===== src/hw/rtl/vector_projection_engine_top_assert.svh =====
// Assertion macros used by the vector projection engine controller.
`ifndef VECTOR_PROJECTION_ENGINE_TOP_ASSERT_SVH
`define VECTOR_PROJECTION_ENGINE_TOP_ASSERT_SVH

// Same-cycle implication, checked on every rising edge outside reset.
`define VPE_ASSERT_NOW(lbl, ante, cons, msg) \
  lbl: assert property (@(posedge clk) disable iff (!rst_n) (ante) |-> (cons)) \
    else $error(msg);

// Next-cycle implication, checked on every rising edge outside reset.
`define VPE_ASSERT_NEXT(lbl, ante, cons, msg) \
  lbl: assert property (@(posedge clk) disable iff (!rst_n) (ante) |=> (cons)) \
    else $error(msg);

`endif


===== src/hw/rtl/vpe_pkg.sv =====
// Package with types, constants and codes of the vector projection engine.
package vpe_pkg;

  // Sizing of the weight store and the accumulators.
  localparam int MAX_VECTOR_LEN = 128;
  localparam int MAX_PROJ_LEN   = 16;

  localparam int ROW_W    = (MAX_VECTOR_LEN > 1) ? $clog2(MAX_VECTOR_LEN) : 1;
  localparam int COL_W    = (MAX_PROJ_LEN > 1) ? $clog2(MAX_PROJ_LEN) : 1;
  localparam int WS_DEPTH = MAX_VECTOR_LEN * MAX_PROJ_LEN;
  localparam int ADDR_W   = (WS_DEPTH > 1) ? $clog2(WS_DEPTH) : 1;
  localparam int VLEN_W   = $clog2(MAX_VECTOR_LEN + 1);
  localparam int PLEN_W   = $clog2(MAX_PROJ_LEN + 1);

  // Arithmetic widths.
  localparam int X_W    = 17;
  localparam int W_W    = 16;
  localparam int PROD_W = X_W + W_W;
  localparam int ACC_W  = 40;

  // Configuration port.
  localparam int CFG_IDX_W  = 2;
  localparam int CFG_DATA_W = 9;
  localparam logic [8:0] VLEN_RESET = 9'd128;
  localparam logic [6:0] PLEN_RESET = 7'd16;

  typedef enum logic [CFG_IDX_W-1:0] {
    CFG_VECTOR_LENGTH,
    CFG_PROJECTED_LENGTH,
    CFG_ELEMENT_FORMAT
  } vpe_cfg_idx_t;

  typedef enum logic [1:0] {
    FMT_Q88,
    FMT_INT8,
    FMT_UINT8
  } vpe_fmt_t;

  // Request command codes.
  localparam logic CMD_LOAD = 1'b0;
  localparam logic CMD_ELEM = 1'b1;

  // Request and result payloads.
  typedef struct packed {
    logic               cmd;
    logic [7:0]         matrix_row;
    logic [5:0]         matrix_col;
    logic signed [15:0] data_value;
  } vpe_in_t;

  typedef struct packed {
    logic [5:0]         out_column;
    logic signed [39:0] out_value;
    logic               out_last;
  } vpe_out_t;

  // Effective configuration after clamping.
  typedef struct packed {
    logic [VLEN_W-1:0] vlen_eff;
    logic [PLEN_W-1:0] plen_eff;
    logic [1:0]        fmt;
  } vpe_cfg_t;

  // Controller to datapath commands.
  typedef struct packed {
    logic             load_we;
    logic             elem_ld;
    logic             rd_en;
    logic [ROW_W-1:0] rd_row;
    logic [COL_W-1:0] rd_col;
    logic             emit_en;
    logic [COL_W-1:0] emit_col;
    logic             emit_last;
    logic             clr_acc;
  } vpe_cmd_t;

  // Datapath to controller status.
  typedef struct packed {
    logic pipe_busy;
  } vpe_stat_t;

  typedef enum logic [1:0] {
    ST_IDLE,
    ST_MAC,
    ST_DRAIN,
    ST_EMIT
  } vpe_state_t;

endpackage


===== src/hw/rtl/vpe_cfg.sv =====
// Configuration registers with length clamping.
module vpe_cfg (
  input  logic                            clk,
  input  logic                            rst_n,
  input  logic                            cfg_valid,
  output logic                            cfg_ready,
  input  logic [vpe_pkg::CFG_IDX_W-1:0]   cfg_index,
  input  logic [vpe_pkg::CFG_DATA_W-1:0]  cfg_data,
  output vpe_pkg::vpe_cfg_t               cfg_eff
);

  logic [8:0] vector_length_r;
  logic [6:0] projected_length_r;
  logic [1:0] element_format_r;

  // Writes are always taken.
  assign cfg_ready = 1'b1;

  // Register file.
  always_ff @(posedge clk) begin
    if (!rst_n) begin
      vector_length_r    <= vpe_pkg::VLEN_RESET;
      projected_length_r <= vpe_pkg::PLEN_RESET;
      element_format_r   <= vpe_pkg::FMT_Q88;
    end else if (cfg_valid && cfg_ready) begin
      case (cfg_index)
        vpe_pkg::CFG_VECTOR_LENGTH:    vector_length_r    <= cfg_data[8:0];
        vpe_pkg::CFG_PROJECTED_LENGTH: projected_length_r <= cfg_data[6:0];
        vpe_pkg::CFG_ELEMENT_FORMAT:   element_format_r   <= cfg_data[1:0];
        default: ;
      endcase
    end
  end

  // Zero counts as one, anything above the maximum counts as the maximum.
  always_comb begin
    if (vector_length_r == 9'd0) begin
      cfg_eff.vlen_eff = vpe_pkg::VLEN_W'(1);
    end else if (32'(vector_length_r) > vpe_pkg::MAX_VECTOR_LEN) begin
      cfg_eff.vlen_eff = vpe_pkg::VLEN_W'(vpe_pkg::MAX_VECTOR_LEN);
    end else begin
      cfg_eff.vlen_eff = vpe_pkg::VLEN_W'(vector_length_r);
    end
    if (projected_length_r == 7'd0) begin
      cfg_eff.plen_eff = vpe_pkg::PLEN_W'(1);
    end else if (32'(projected_length_r) > vpe_pkg::MAX_PROJ_LEN) begin
      cfg_eff.plen_eff = vpe_pkg::PLEN_W'(vpe_pkg::MAX_PROJ_LEN);
    end else begin
      cfg_eff.plen_eff = vpe_pkg::PLEN_W'(projected_length_r);
    end
    cfg_eff.fmt = element_format_r;
  end

endmodule


===== config.mk =====
export PLATFORM = sky130hd
export DESIGN_NAME = vpe_cfg
export DESIGN_NICKNAME = d
export VERILOG_FILES = /design/src/hw/rtl/vector_projection_engine_top_assert.svh /design/src/hw/rtl/vpe_pkg.sv /design/src/hw/rtl/vpe_cfg.sv
export SDC_FILE = /design/constraint.sdc
export NUM_CORES = 1
export LEC_CHECK = 0
export BUFFER_PORTS_ARGS = -buffer_cell sky130_fd_sc_hd__buf_2
export CAP_MARGIN = 0
export CORE_UTILIZATION = 39
export CTS_CLUSTER_DIAMETER = 40
export DETAILED_ROUTE_END_ITERATION = 12
export PLACE_DENSITY_LB_ADDON = 0.2
export SLEW_MARGIN = 20
export SYNTH_ARGS = -nofsm -noshare
export SYNTH_HDL_FRONTEND = slang
export SYNTH_SLANG_ARGS = --single-unit

===== constraint.sdc =====
create_clock -name clk -period 1.2 [get_ports clk]
set_input_delay 0.18 -clock clk [delete_from_list [all_inputs] [get_ports clk]]
set_output_delay 0.18 -clock clk [all_outputs]
set_load 0.02 [all_outputs]

==> flow_summary.toml <==
[power_and_ir_drop]
p_sw_uw = 273.7
p_leak_uw = 0.0005172
p_clk_frac = 0.264
power_density_nw_per_um2 = 928.9
peakVddDrop_mv = 0.5536
power.total_uw = 1090
internal_power_uw = 816.4
comb_power_share = 0.152
power_frac_seq = 0.584
swShare = 0.2511

[detailed_routing]
vias = 707
via_per_inst = 4.777
ant_nets = 0
first_pass_iters = 4
wl_per_cell_microns = 11.70
drc = 0
first_iter_violations = 1
routed_wl_microns = 1731

[clock_network]
cts_tree = "yes"
cts_sinks = 18
clock-root-buffer = "clkbuf_4"
holdBufCountCts = 0
h-tree-depth = 1
cts_buffer_depth = 2
clk_latency_ns = 0.28
cts_buffers = 3
clk_pin_slew_ns = 0.10
cts_setup_buffers = 0

[logic_synthesis]
synth.ff_latch_count = 18
yosysWarnings = 0
synthCells = 92
synth.distinct_cells = 20
syn-num-nets = 106
postSynthAreaPerCell_sq_um = 9.058
netlist_area_sq_um = 833.3
yosysSeqAreaShare = 0.4324

[floorplanning]
die_x_microns = 48.23
initial_utilization = 0.4205
die_y_microns = 48.23
io_pins = 30
rows = 16
dieArea_sq_um = 2326
core_area_sq_um = 1982

[sta]
fmax_mhz = 735.4
finalWorstPathRequiredPeriod_ns = 1.360
fin_skew_ns = 0
fin_setup_tns_ns = -1.474
final-max-slew-violation-count = 0
rsz0062_at_grt = "true"
setup_viol = 13
fin_ws_ns = -0.1597
final-hold-violation-count = 0
min_period_over_period = 1.133

[grt]
track_usage = 0.1686
grt_pass1_vias = 651
grt_max_degree = 19
grt_util_met3 = 0.03704
grt.met1_usage = 0.2114
grt-busiest-layer = "met2"
grt-ovfl-total = 0
use_met2 = 0.2720
antenna_found_initial = 0
grt_pass1_wl_microns = 2718

[placement]
port_buffers = 28
globalplace.congestion = 0.6827
post-dp-hpwl_microns = 1246

[min_path]
min_from = "cfg_data[8]"
hold_path_depth = 3
min_path_type = "primary input to flop"
worstHoldEndpoint = "vector_length_r[8]$_SDFFE_PN0P_"

[critical_path]
r2r_slack_ns = 0.57
crit_family = "flip-flops"
startpoint_type = "flop"
slowest_delay_ns = 0.34
crit_path_top_delay_cell = "dfxtp_2"
crit_chain = "nor3_2 -> buf_4 -> o21a_1 -> buf_6"
cp_max_fo = 5
critPathKind = "flop to output port"
critPathRequiredTime_ns = 1.02
timing.rr.end = "vector_length_r[6]$_SDFFE_PN0P_"
worstPathArrival_ns = 1.18
startpoint = "projected_length_r[6]$_SDFFE_PN0P_"
rr_worst_depth = 2
rr_startpoint = "vector_length_r[6]$_SDFFE_PN0P_"
crit_path_end_kind = "output port"
critPathBufInv = 2

[flow_run]
maxCapViolCount = 0

[final_layout]
regArea_sq_um = 374.1
drive_gt1_frac = 0.4711
syn2layout_area_growth_pct = 40.84
final_cell_mix = "24 x nand2_1, 16 x mux2i_1, 15 x buf_2, 13 x buf_6, 11 x dfxtp_1"
final_nets = 137
layout_commonest_cell = "nand2_1"
antenna_cells = 0
multi_input_area_sq_um = 464.2
num-fill-cells = 186

[run_status]
violations = "setup timing"
status = "finished with violations"
==> repair_timing <==
action	4_1_cts	5_1_grt
resized for setup	45	5
pin swaps	12	8
setup endpoints to repair	13	13
==> final cells by class <==
class	count	area share
Tap cell	27	0.02878
Timing Repair Buffer	32	0.2249
Multi-Input combinational cell	64	0.3955
Clock buffer	3	0.01919
Inverter	4	0.01279
Sequential cell	18	0.3188
==> per-layer routing <==
metal,routed length (microns),vias up
li1,-,363
met1,814,325
met2,843,17
met3,60,2
met4,12,0
met5,0,-
==> cells in the mapped netlist <==
| library cell | number | area share |
|---|---|---|
| nand2_1 | 24 | 0.11 |
| dfxtp_1 | 18 | 0.43 |
| mux2i_1 | 16 | 0.19 |
| and2_1 | 9 | 0.068 |
| inv_1 | 4 | 0.018 |
| buf_2 | 3 | 0.018 |
| buf_4 | 2 | 0.018 |
| nor3_1 | 2 | 0.012 |
| nor4_1 | 2 | 0.015 |
| o211ai_1 | 2 | 0.018 |
| a22o_1 | 1 | 0.011 |
| and3b_1 | 1 | 0.011 |
| buf_6 | 1 | 0.014 |
| conb_1 | 1 | 0.0045 |
| nand3b_1 | 1 | 0.0090 |
| nand4b_1 | 1 | 0.011 |
| nand4bb_1 | 1 | 0.014 |
| nor2_1 | 1 | 0.0045 |
| nor3b_2 | 1 | 0.015 |
| o21a_1 | 1 | 0.0090 |
==> sequential cells by signal, summed over array words and instances, names as in the netlist <==
signal	cells
vector_length_r	9
element_format_r	2
projected_length_r	7
==> worst max path at each step <==
stage                       to  slack (ns)  cells past startpoint
floorplan           cfg_eff[3]        0.14                      2
global placement    cfg_eff[3]        0.12                      4
detailed placement  cfg_eff[7]        0.05                      3
CTS                 cfg_eff[2]       -0.17                      4
global route        cfg_eff[2]       -0.23                      4
finish              cfg_eff[2]       -0.16                      4
==> worst register-to-register path, delay by kind of cell (launching register included) <==
kind	cells	cell delay, ns
DFF	1	0.38
and+or+nand+nor	1	0.07
muxes	1	0.12
==> per-stage QoR <==
stage	cells	cell area (sq um)	hold WS, ns	util	setup slack [ns]
after detailed placement	145	1008	0.4434	0.5088	0.04665
after global placement	145	1008	0.4319	0.5088	0.1193
after global routing	148	1174	0.1434	0.5922	-0.2305
after floorplan	92	833.3	0.3221	-	0.1379
final	148	1174	0.1315	0.5922	-0.1597
after CTS	148	1160	0.1252	0.5852	-0.1684
==> cells by family after synthesis <==
logic type,Yosys count,share of synthesized area
multiplexers,16,0.1922
buffers and inverters,10,0.06755
AO/OA/AOI/OAI,4,0.03754
AND/OR/NAND/NOR,43,0.2658
flip-flops,18,0.4324
other,1,0.004500
==> power by group through the flow <==
stage / Sequential, uW / Clock [uW] / Combinational, uW
after global routing: 640 / 322 / 183
after floorplan: 646 / 0 / 94.5
after CTS: 638 / 295 / 164
final: 637 / 287 / 166
after global placement: 647 / 0 / 145
after detailed placement: 648 / 0 / 147
Note: power is estimated with default switching activity, not from simulation.
