File: config.mk
export PLATFORM = sky130hd
export DESIGN_NAME = vpe_ctrl
export DESIGN_NICKNAME = d
export VERILOG_FILES = /design/src/hw/rtl/vpe_pkg.sv /design/src/hw/rtl/vpe_ctrl.sv
export VERILOG_INCLUDE_DIRS = /design/src /design/src/hw/rtl
export SDC_FILE = /design/constraint.sdc
export NUM_CORES = 1
export LEC_CHECK = 0
export ABC_AREA = 1
export BUFFER_PORTS_ARGS = -buffer_cell sky130_fd_sc_hd__buf_2
export CAP_MARGIN = 20
export CELL_PAD_IN_SITES_DETAIL_PLACEMENT = 0
export CELL_PAD_IN_SITES_GLOBAL_PLACEMENT = 1
export CORE_ASPECT_RATIO = 0.5
export CORE_MARGIN = 2
export CORE_UTILIZATION = 31
export CTS_BUF_LIST = sky130_fd_sc_hd__clkbuf_4 sky130_fd_sc_hd__clkbuf_8
export CTS_CLUSTER_SIZE = 12
export DETAILED_ROUTE_END_ITERATION = 7
export PLACE_DENSITY = 0.83
export SKIP_CTS_REPAIR_TIMING = 1
export SYNTH_ARGS = -nofsm -noshare
export SYNTH_HDL_FRONTEND = slang
export SYNTH_SLANG_ARGS = --single-unit
File: constraint.sdc
create_clock -name clk -period 2.3 [get_ports clk]
set_input_delay 0.69 -clock clk [delete_from_list [all_inputs] [get_ports clk]]
set_output_delay 0.69 -clock clk [all_outputs]
set_load 0.02 [all_outputs]
File: src/hw/rtl/vector_projection_engine_top_assert.svh
// Assertion macros used by the vector projection engine controller.
`ifndef VECTOR_PROJECTION_ENGINE_TOP_ASSERT_SVH
`define VECTOR_PROJECTION_ENGINE_TOP_ASSERT_SVH

// Same-cycle implication, checked on every rising edge outside reset.
`define VPE_ASSERT_NOW(lbl, ante, cons, msg) \
  lbl: assert property (@(posedge clk) disable iff (!rst_n) (ante) |-> (cons)) \
    else $error(msg);

// Next-cycle implication, checked on every rising edge outside reset.
`define VPE_ASSERT_NEXT(lbl, ante, cons, msg) \
  lbl: assert property (@(posedge clk) disable iff (!rst_n) (ante) |=> (cons)) \
    else $error(msg);

`endif

File: src/hw/rtl/vpe_pkg.sv
// Package with types, constants and codes of the vector projection engine.
package vpe_pkg;

  // Sizing of the weight store and the accumulators.
  localparam int MAX_VECTOR_LEN = 128;
  localparam int MAX_PROJ_LEN   = 16;

  localparam int ROW_W    = (MAX_VECTOR_LEN > 1) ? $clog2(MAX_VECTOR_LEN) : 1;
  localparam int COL_W    = (MAX_PROJ_LEN > 1) ? $clog2(MAX_PROJ_LEN) : 1;
  localparam int WS_DEPTH = MAX_VECTOR_LEN * MAX_PROJ_LEN;
  localparam int ADDR_W   = (WS_DEPTH > 1) ? $clog2(WS_DEPTH) : 1;
  localparam int VLEN_W   = $clog2(MAX_VECTOR_LEN + 1);
  localparam int PLEN_W   = $clog2(MAX_PROJ_LEN + 1);

  // Arithmetic widths.
  localparam int X_W    = 17;
  localparam int W_W    = 16;
  localparam int PROD_W = X_W + W_W;
  localparam int ACC_W  = 40;

  // Configuration port.
  localparam int CFG_IDX_W  = 2;
  localparam int CFG_DATA_W = 9;
  localparam logic [8:0] VLEN_RESET = 9'd128;
  localparam logic [6:0] PLEN_RESET = 7'd16;

  typedef enum logic [CFG_IDX_W-1:0] {
    CFG_VECTOR_LENGTH,
    CFG_PROJECTED_LENGTH,
    CFG_ELEMENT_FORMAT
  } vpe_cfg_idx_t;

  typedef enum logic [1:0] {
    FMT_Q88,
    FMT_INT8,
    FMT_UINT8
  } vpe_fmt_t;

  // Request command codes.
  localparam logic CMD_LOAD = 1'b0;
  localparam logic CMD_ELEM = 1'b1;

  // Request and result payloads.
  typedef struct packed {
    logic               cmd;
    logic [7:0]         matrix_row;
    logic [5:0]         matrix_col;
    logic signed [15:0] data_value;
  } vpe_in_t;

  typedef struct packed {
    logic [5:0]         out_column;
    logic signed [39:0] out_value;
    logic               out_last;
  } vpe_out_t;

  // Effective configuration after clamping.
  typedef struct packed {
    logic [VLEN_W-1:0] vlen_eff;
    logic [PLEN_W-1:0] plen_eff;
    logic [1:0]        fmt;
  } vpe_cfg_t;

  // Controller to datapath commands.
  typedef struct packed {
    logic             load_we;
    logic             elem_ld;
    logic             rd_en;
    logic [ROW_W-1:0] rd_row;
    logic [COL_W-1:0] rd_col;
    logic             emit_en;
    logic [COL_W-1:0] emit_col;
    logic             emit_last;
    logic             clr_acc;
  } vpe_cmd_t;

  // Datapath to controller status.
  typedef struct packed {
    logic pipe_busy;
  } vpe_stat_t;

  typedef enum logic [1:0] {
    ST_IDLE,
    ST_MAC,
    ST_DRAIN,
    ST_EMIT
  } vpe_state_t;

endpackage

File: src/hw/rtl/vpe_ctrl.sv
// Controller state machine: sequences column reads, drain and result emission.
`include "vector_projection_engine_top_assert.svh"
module vpe_ctrl (
  input  logic                clk,
  input  logic                rst_n,
  input  logic                start,
  input  logic                in_cmd,
  output logic                busy,
  input  vpe_pkg::vpe_cfg_t   cfg_eff,
  input  vpe_pkg::vpe_stat_t  stat,
  output vpe_pkg::vpe_cmd_t   cmd
);

  vpe_pkg::vpe_state_t          state_r, state_nxt;
  logic [vpe_pkg::COL_W-1:0]    col_r, col_nxt;
  logic [vpe_pkg::ROW_W-1:0]    count_r, count_nxt;
  logic [vpe_pkg::COL_W-1:0]    last_col;
  logic [vpe_pkg::VLEN_W-1:0]   count_inc;

  assign last_col  = vpe_pkg::COL_W'(cfg_eff.plen_eff - vpe_pkg::PLEN_W'(1));
  assign count_inc = vpe_pkg::VLEN_W'(count_r) + vpe_pkg::VLEN_W'(1);

  // State, column and element counters.
  always_ff @(posedge clk) begin
    if (!rst_n) begin
      state_r <= vpe_pkg::ST_IDLE;
      col_r   <= '0;
      count_r <= '0;
    end else begin
      state_r <= state_nxt;
      col_r   <= col_nxt;
      count_r <= count_nxt;
    end
  end

  // Next state and commands.
  always_comb begin
    state_nxt = state_r;
    col_nxt   = col_r;
    count_nxt = count_r;
    cmd       = '0;
    busy      = (state_r != vpe_pkg::ST_IDLE);
    case (state_r)
      vpe_pkg::ST_IDLE: begin
        if (start) begin
          if (in_cmd == vpe_pkg::CMD_LOAD) begin
            cmd.load_we = 1'b1;
          end else begin
            cmd.elem_ld = 1'b1;
            col_nxt     = '0;
            state_nxt   = vpe_pkg::ST_MAC;
          end
        end
      end
      vpe_pkg::ST_MAC: begin
        // One weight read per in-use column.
        cmd.rd_en  = 1'b1;
        cmd.rd_row = count_r;
        cmd.rd_col = col_r;
        if (col_r == last_col) begin
          state_nxt = vpe_pkg::ST_DRAIN;
        end else begin
          col_nxt = col_r + vpe_pkg::COL_W'(1);
        end
      end
      vpe_pkg::ST_DRAIN: begin
        // Wait until the last product has landed in its accumulator.
        if (!stat.pipe_busy) begin
          if (count_inc >= cfg_eff.vlen_eff) begin
            count_nxt = '0;
            col_nxt   = '0;
            state_nxt = vpe_pkg::ST_EMIT;
          end else begin
            count_nxt = vpe_pkg::ROW_W'(count_inc);
            state_nxt = vpe_pkg::ST_IDLE;
          end
        end
      end
      vpe_pkg::ST_EMIT: begin
        cmd.emit_en   = 1'b1;
        cmd.emit_col  = col_r;
        cmd.emit_last = (col_r == last_col);
        if (col_r == last_col) begin
          cmd.clr_acc = 1'b1;
          state_nxt   = vpe_pkg::ST_IDLE;
        end else begin
          col_nxt = col_r + vpe_pkg::COL_W'(1);
        end
      end
      default: begin
        state_nxt = vpe_pkg::ST_IDLE;
      end
    endcase
  end

  // Control checks.
  `VPE_ASSERT_NEXT(a_elem_goes_busy, start && !busy && in_cmd == vpe_pkg::CMD_ELEM, busy, "element request did not start work")
  `VPE_ASSERT_NOW(a_emit_after_drain, cmd.emit_en, !stat.pipe_busy, "result emitted while products still in flight")
  `VPE_ASSERT_NOW(a_read_not_emit, cmd.rd_en, !cmd.emit_en, "weight read overlaps result emission")
  `VPE_ASSERT_NOW(a_clear_on_last, cmd.clr_acc, cmd.emit_en && cmd.emit_last, "accumulators cleared outside the last result")

endmodule

==> impl_results.rst <==
.. list-table::
   :header-rows: 1

   * - Metric
     - Value
   * - Clock root cell
     - sky130_fd_sc_hd__clkbuf_8
   * - I/O Buffers
     - 38
   * - Post-synthesis register bit count
     - 13
   * - Critical Path Sink Type
     - output pin
   * - Total power
     - roughly 1.3 mW
   * - Met2 routing resource usage after global routing
     - 21.63%
   * - Instance count of the mapped netlist
     - about 200
   * - Fill count
     - approximately 370
   * - Storage element area
     - between 200 and 300 µm²
   * - TritonCTS clock tree
     - done
   * - Sequential cell area fraction in the yosys report
     - between 20% and 30%
   * - Area of the die
     - roughly 0.0043 mm²
   * - Effective utilization at floorplan
     - about a third
   * - Worst min-delay path category
     - register to register
   * - Avg Cell Area, Syn
     - roughly 6.0 µm²
   * - Number of different library cells in the post-synthesis netlist
     - 23
   * - Critical path peak fanout
     - 2
   * - Clock insertion delay at the later pin of the skew report
     - about 0.24 ns
   * - All-layer global routing usage
     - about an eighth
   * - Number of core rows
     - 15
   * - Area after DPL
     - 0.001515 mm²
   * - Data arrival at the endpoint of the critical path
     - between 1.5 and 2 ns
   * - Number of endpoints with negative hold slack in the final report
     - 0
   * - Fin worst setup slack
     - -0.1146 ns
   * - Fin area
     - about 0.0017 mm²
   * - Req. time, crit path
     - ~1.6 ns
   * - H-tree depth
     - 1
   * - Pre-antenna DRT Iters
     - 4
   * - Core area
     - around 0.0035 mm²
   * - Number of buffers between clock root and the deepest sink
     - 2
   * - Final GP Congestion
     - 0.8393
   * - Via density per instance
     - about 4.2
   * - Area growth from synthesis to layout
     - 41.63%
   * - Fraction of layout instances using a drive strength above 1
     - between 30 and 40%
   * - Critical path startpoint category
     - input port
   * - Outcome
     - finished with violations
   * - Total wirelength of the detailed-routed design
     - ~2700 µm
   * - Final min period
     - roughly 2.4 ns
   * - Number of design rule violations left after detail routing
     - 0
   * - Via count of the first global-routing pass
     - ~940
   * - 1st-iter DRT viols
     - 30
   * - Total standard cell area after synthesis
     - between 0.001 and 0.0015 mm²
   * - Pin count of the biggest net entering global routing
     - 13
   * - Most crowded layer after global routing
     - met2
   * - Die height
     - around 48 µm
   * - Half-perimeter wire length after detailed placement
     - roughly 2200 µm
   * - Non-filler cells, final
     - around 300
   * - Maximum VDD drop
     - 209.5 µV
   * - Final max-slew violation count
     - 0
   * - Clock sink count
     - 13
   * - Count of nets left with antenna violations after detail routing
     - 0
   * - Wire length of the first global-routing pass
     - around 4000 µm
   * - Setup violation total in the final timing report
     - 2
   * - Kind of critical path
     - input port to output pin
   * - Violated checks
     - setup timing
   * - Antenna violations before repair
     - 0
   * - Number of buffers inserted during clock tree synthesis
     - 3
   * - Final layout net count
     - approximately 280
   * - Number of antenna repair diodes
     - 0
   * - Chip Width
     - 91.30 µm
   * - Total overflow reported by the global router
     - 0
   * - Number of violations of the max-capacitance limit
     - 0
   * - Power density normalized to cell area
     - approximately 800 mW/mm²
   * - M1 GR Usage
     - between 10% and 20%
   * - Relative slew slack
     - between 70 and 80%
   * - Max frequency
     - 414.1 MHz
   * - Unrepaired setup endpoints after global routing
     - yes
   * - Worst Clk Skew
     - around 0.0014 ns
   * - I/O pin cnt
     - 42
   * - Worst-Margin Slew
     - about 0.41 ns
   * - Reported leakage power
     - 0.9361 nW
   * - Syn Nets
     - about 230
   * - GR Layer Usage met3
     - under 10%
   * - Via total after detailed routing
     - 1260
   * - Clock edge transition at the registers on the reported setup and hold paths
     - ~0.050 ns
   * - R2r setup slk
     - about 0.16 ns
   * - Count of synthesis-stage warnings from yosys
     - 0
   * - Post-DR wirelength/cell
     - just over 9 µm
   * - Footprint of the multi-input gates
     - 828.3 µm²
   * - Minimum hold slack
     - 0.4837 ns
   * - Placed Instances
     - 291
   * - Final period util
     - 105.0%
==> registers in the layout (all words and copies together) (netlist names) <==
| register | flops |
|---|---|
| col_r | 4 |
| count_r | 7 |
| state_r | 2 |
==> placed cells by master (no fill, tap or decap) <==
cell / instances
sky130_fd_sc_hd__nand2_2: 1
sky130_fd_sc_hd__buf_4: 10
sky130_fd_sc_hd__nand4_1: 2
sky130_fd_sc_hd__nor2_2: 2
sky130_fd_sc_hd__ha_1: 9
sky130_fd_sc_hd__inv_12: 1
sky130_fd_sc_hd__nand3_1: 6
sky130_fd_sc_hd__nor3b_1: 1
sky130_fd_sc_hd__inv_6: 1
sky130_fd_sc_hd__dfxtp_2: 2
sky130_fd_sc_hd__inv_2: 5
sky130_fd_sc_hd__ha_4: 2
sky130_fd_sc_hd__nor2_1: 35
sky130_fd_sc_hd__xor2_2: 1
sky130_fd_sc_hd__o21a_1: 1
sky130_fd_sc_hd__buf_6: 3
sky130_fd_sc_hd__nand3_4: 2
sky130_fd_sc_hd__nor2_4: 2
sky130_fd_sc_hd__dfxtp_1: 10
sky130_fd_sc_hd__clkbuf_8: 3
sky130_fd_sc_hd__nand2_1: 56
sky130_fd_sc_hd__nand3_2: 2
sky130_fd_sc_hd__buf_12: 1
sky130_fd_sc_hd__o21ai_0: 1
sky130_fd_sc_hd__a21o_1: 1
sky130_fd_sc_hd__clkbuf_4: 1
sky130_fd_sc_hd__inv_4: 1
sky130_fd_sc_hd__xor2_1: 7
sky130_fd_sc_hd__nor3_4: 1
sky130_fd_sc_hd__inv_1: 31
sky130_fd_sc_hd__buf_2: 34
sky130_fd_sc_hd__xnor2_1: 1
sky130_fd_sc_hd__a21oi_1: 9
sky130_fd_sc_hd__nor3_2: 1
sky130_fd_sc_hd__dfxtp_4: 1
==> worst max-delay path, stage by stage <==
cell                      delay, ns
sky130_fd_sc_hd__buf_12        0.09
sky130_fd_sc_hd__inv_12        0.03
sky130_fd_sc_hd__ha_4          0.24
sky130_fd_sc_hd__xor2_1        0.13
sky130_fd_sc_hd__nand2_1       0.08
sky130_fd_sc_hd__nor2_2        0.15
sky130_fd_sc_hd__nand2_2       0.09
sky130_fd_sc_hd__nor2_4        0.10
sky130_fd_sc_hd__buf_6         0.13
==> per-stage QoR <==
stage	utilization, %	setup slack (ns)	TNS (ns)
floorplan	-	-0.06938	-0.06938
global placement	42.72	-0.2161	-0.4319
detailed placement	42.72	-0.2443	-0.4875
CTS	44.09	-0.2514	-0.5016
global route	47.16	-0.1990	-0.3966
finish	47.16	-0.1146	-0.2283
==> logic make-up (layout without fill, tap and decap cells) <==
logic type,after synthesis,in the layout,share of synthesized area [%]
buffers and inverters,41,91,13.67
xor gates and xnor gates,9,9,6.674
AOI/OAI and AO/OA,12,12,5.508
adders and majority gates,11,11,11.65
DFF,13,13,22.03
and+or+nand+nor,111,111,40.47
==> synthesized netlist by cell type (all sizes together) <==
library cell | count | area, µm²
o21a | 1 | 7.510
dfxtp | 13 | 260.3
xnor2 | 1 | 8.760
nand4 | 2 | 12.51
inv | 39 | 148.9
a21o | 1 | 7.510
xor2 | 8 | 70.07
nor3 | 2 | 20.02
a21oi | 9 | 45.04
o21ai | 1 | 5.000
nand2 | 57 | 214.0
nand3 | 10 | 67.57
nor3b | 1 | 7.510
buf | 2 | 12.51
ha | 11 | 137.6
nor2 | 39 | 156.4
==> worst paths after layout <==
| path | start | endpoint | cells past startpoint |
|---|---|---|---|
| max | cfg_eff[2] | cmd[0] | 9 |
| min | count_r[5]$_SDFFE_PN0P_ | count_r[5]$_SDFFE_PN0P_ | 2 |
| max reg2reg | count_r[0]$_SDFFE_PN0P_ | count_r[3]$_SDFFE_PN0P_ | 12 |
| min reg2reg | count_r[5]$_SDFFE_PN0P_ | count_r[5]$_SDFFE_PN0P_ | 2 |
==> report_power, final <==
part | internal (mW) | switching [mW]
Sequential | 0.279 | 0.0596
Combinational | 0.281 | 0.463
Clock | 0.134 | 0.0828
Total | 0.694 | 0.605
==> layout make-up <==
cell class	instances	area share (%)
tap	51	3.815
sequential	13	15.93
multi-input combinational	143	49.51
timing repair buffer	48	17.88
inverter	39	9.948
clock buffer	4	2.917
==> routing by layer <==
metal | part of all wire, % | up-vias
li1 | - | 693
met1 | 50 | 545
met2 | 47 | 19
met3 | 3.5 | 3
met4 | 0.40 | 0
met5 | 0 | -
No activity file was read; power rests on OpenSTA's default activity.
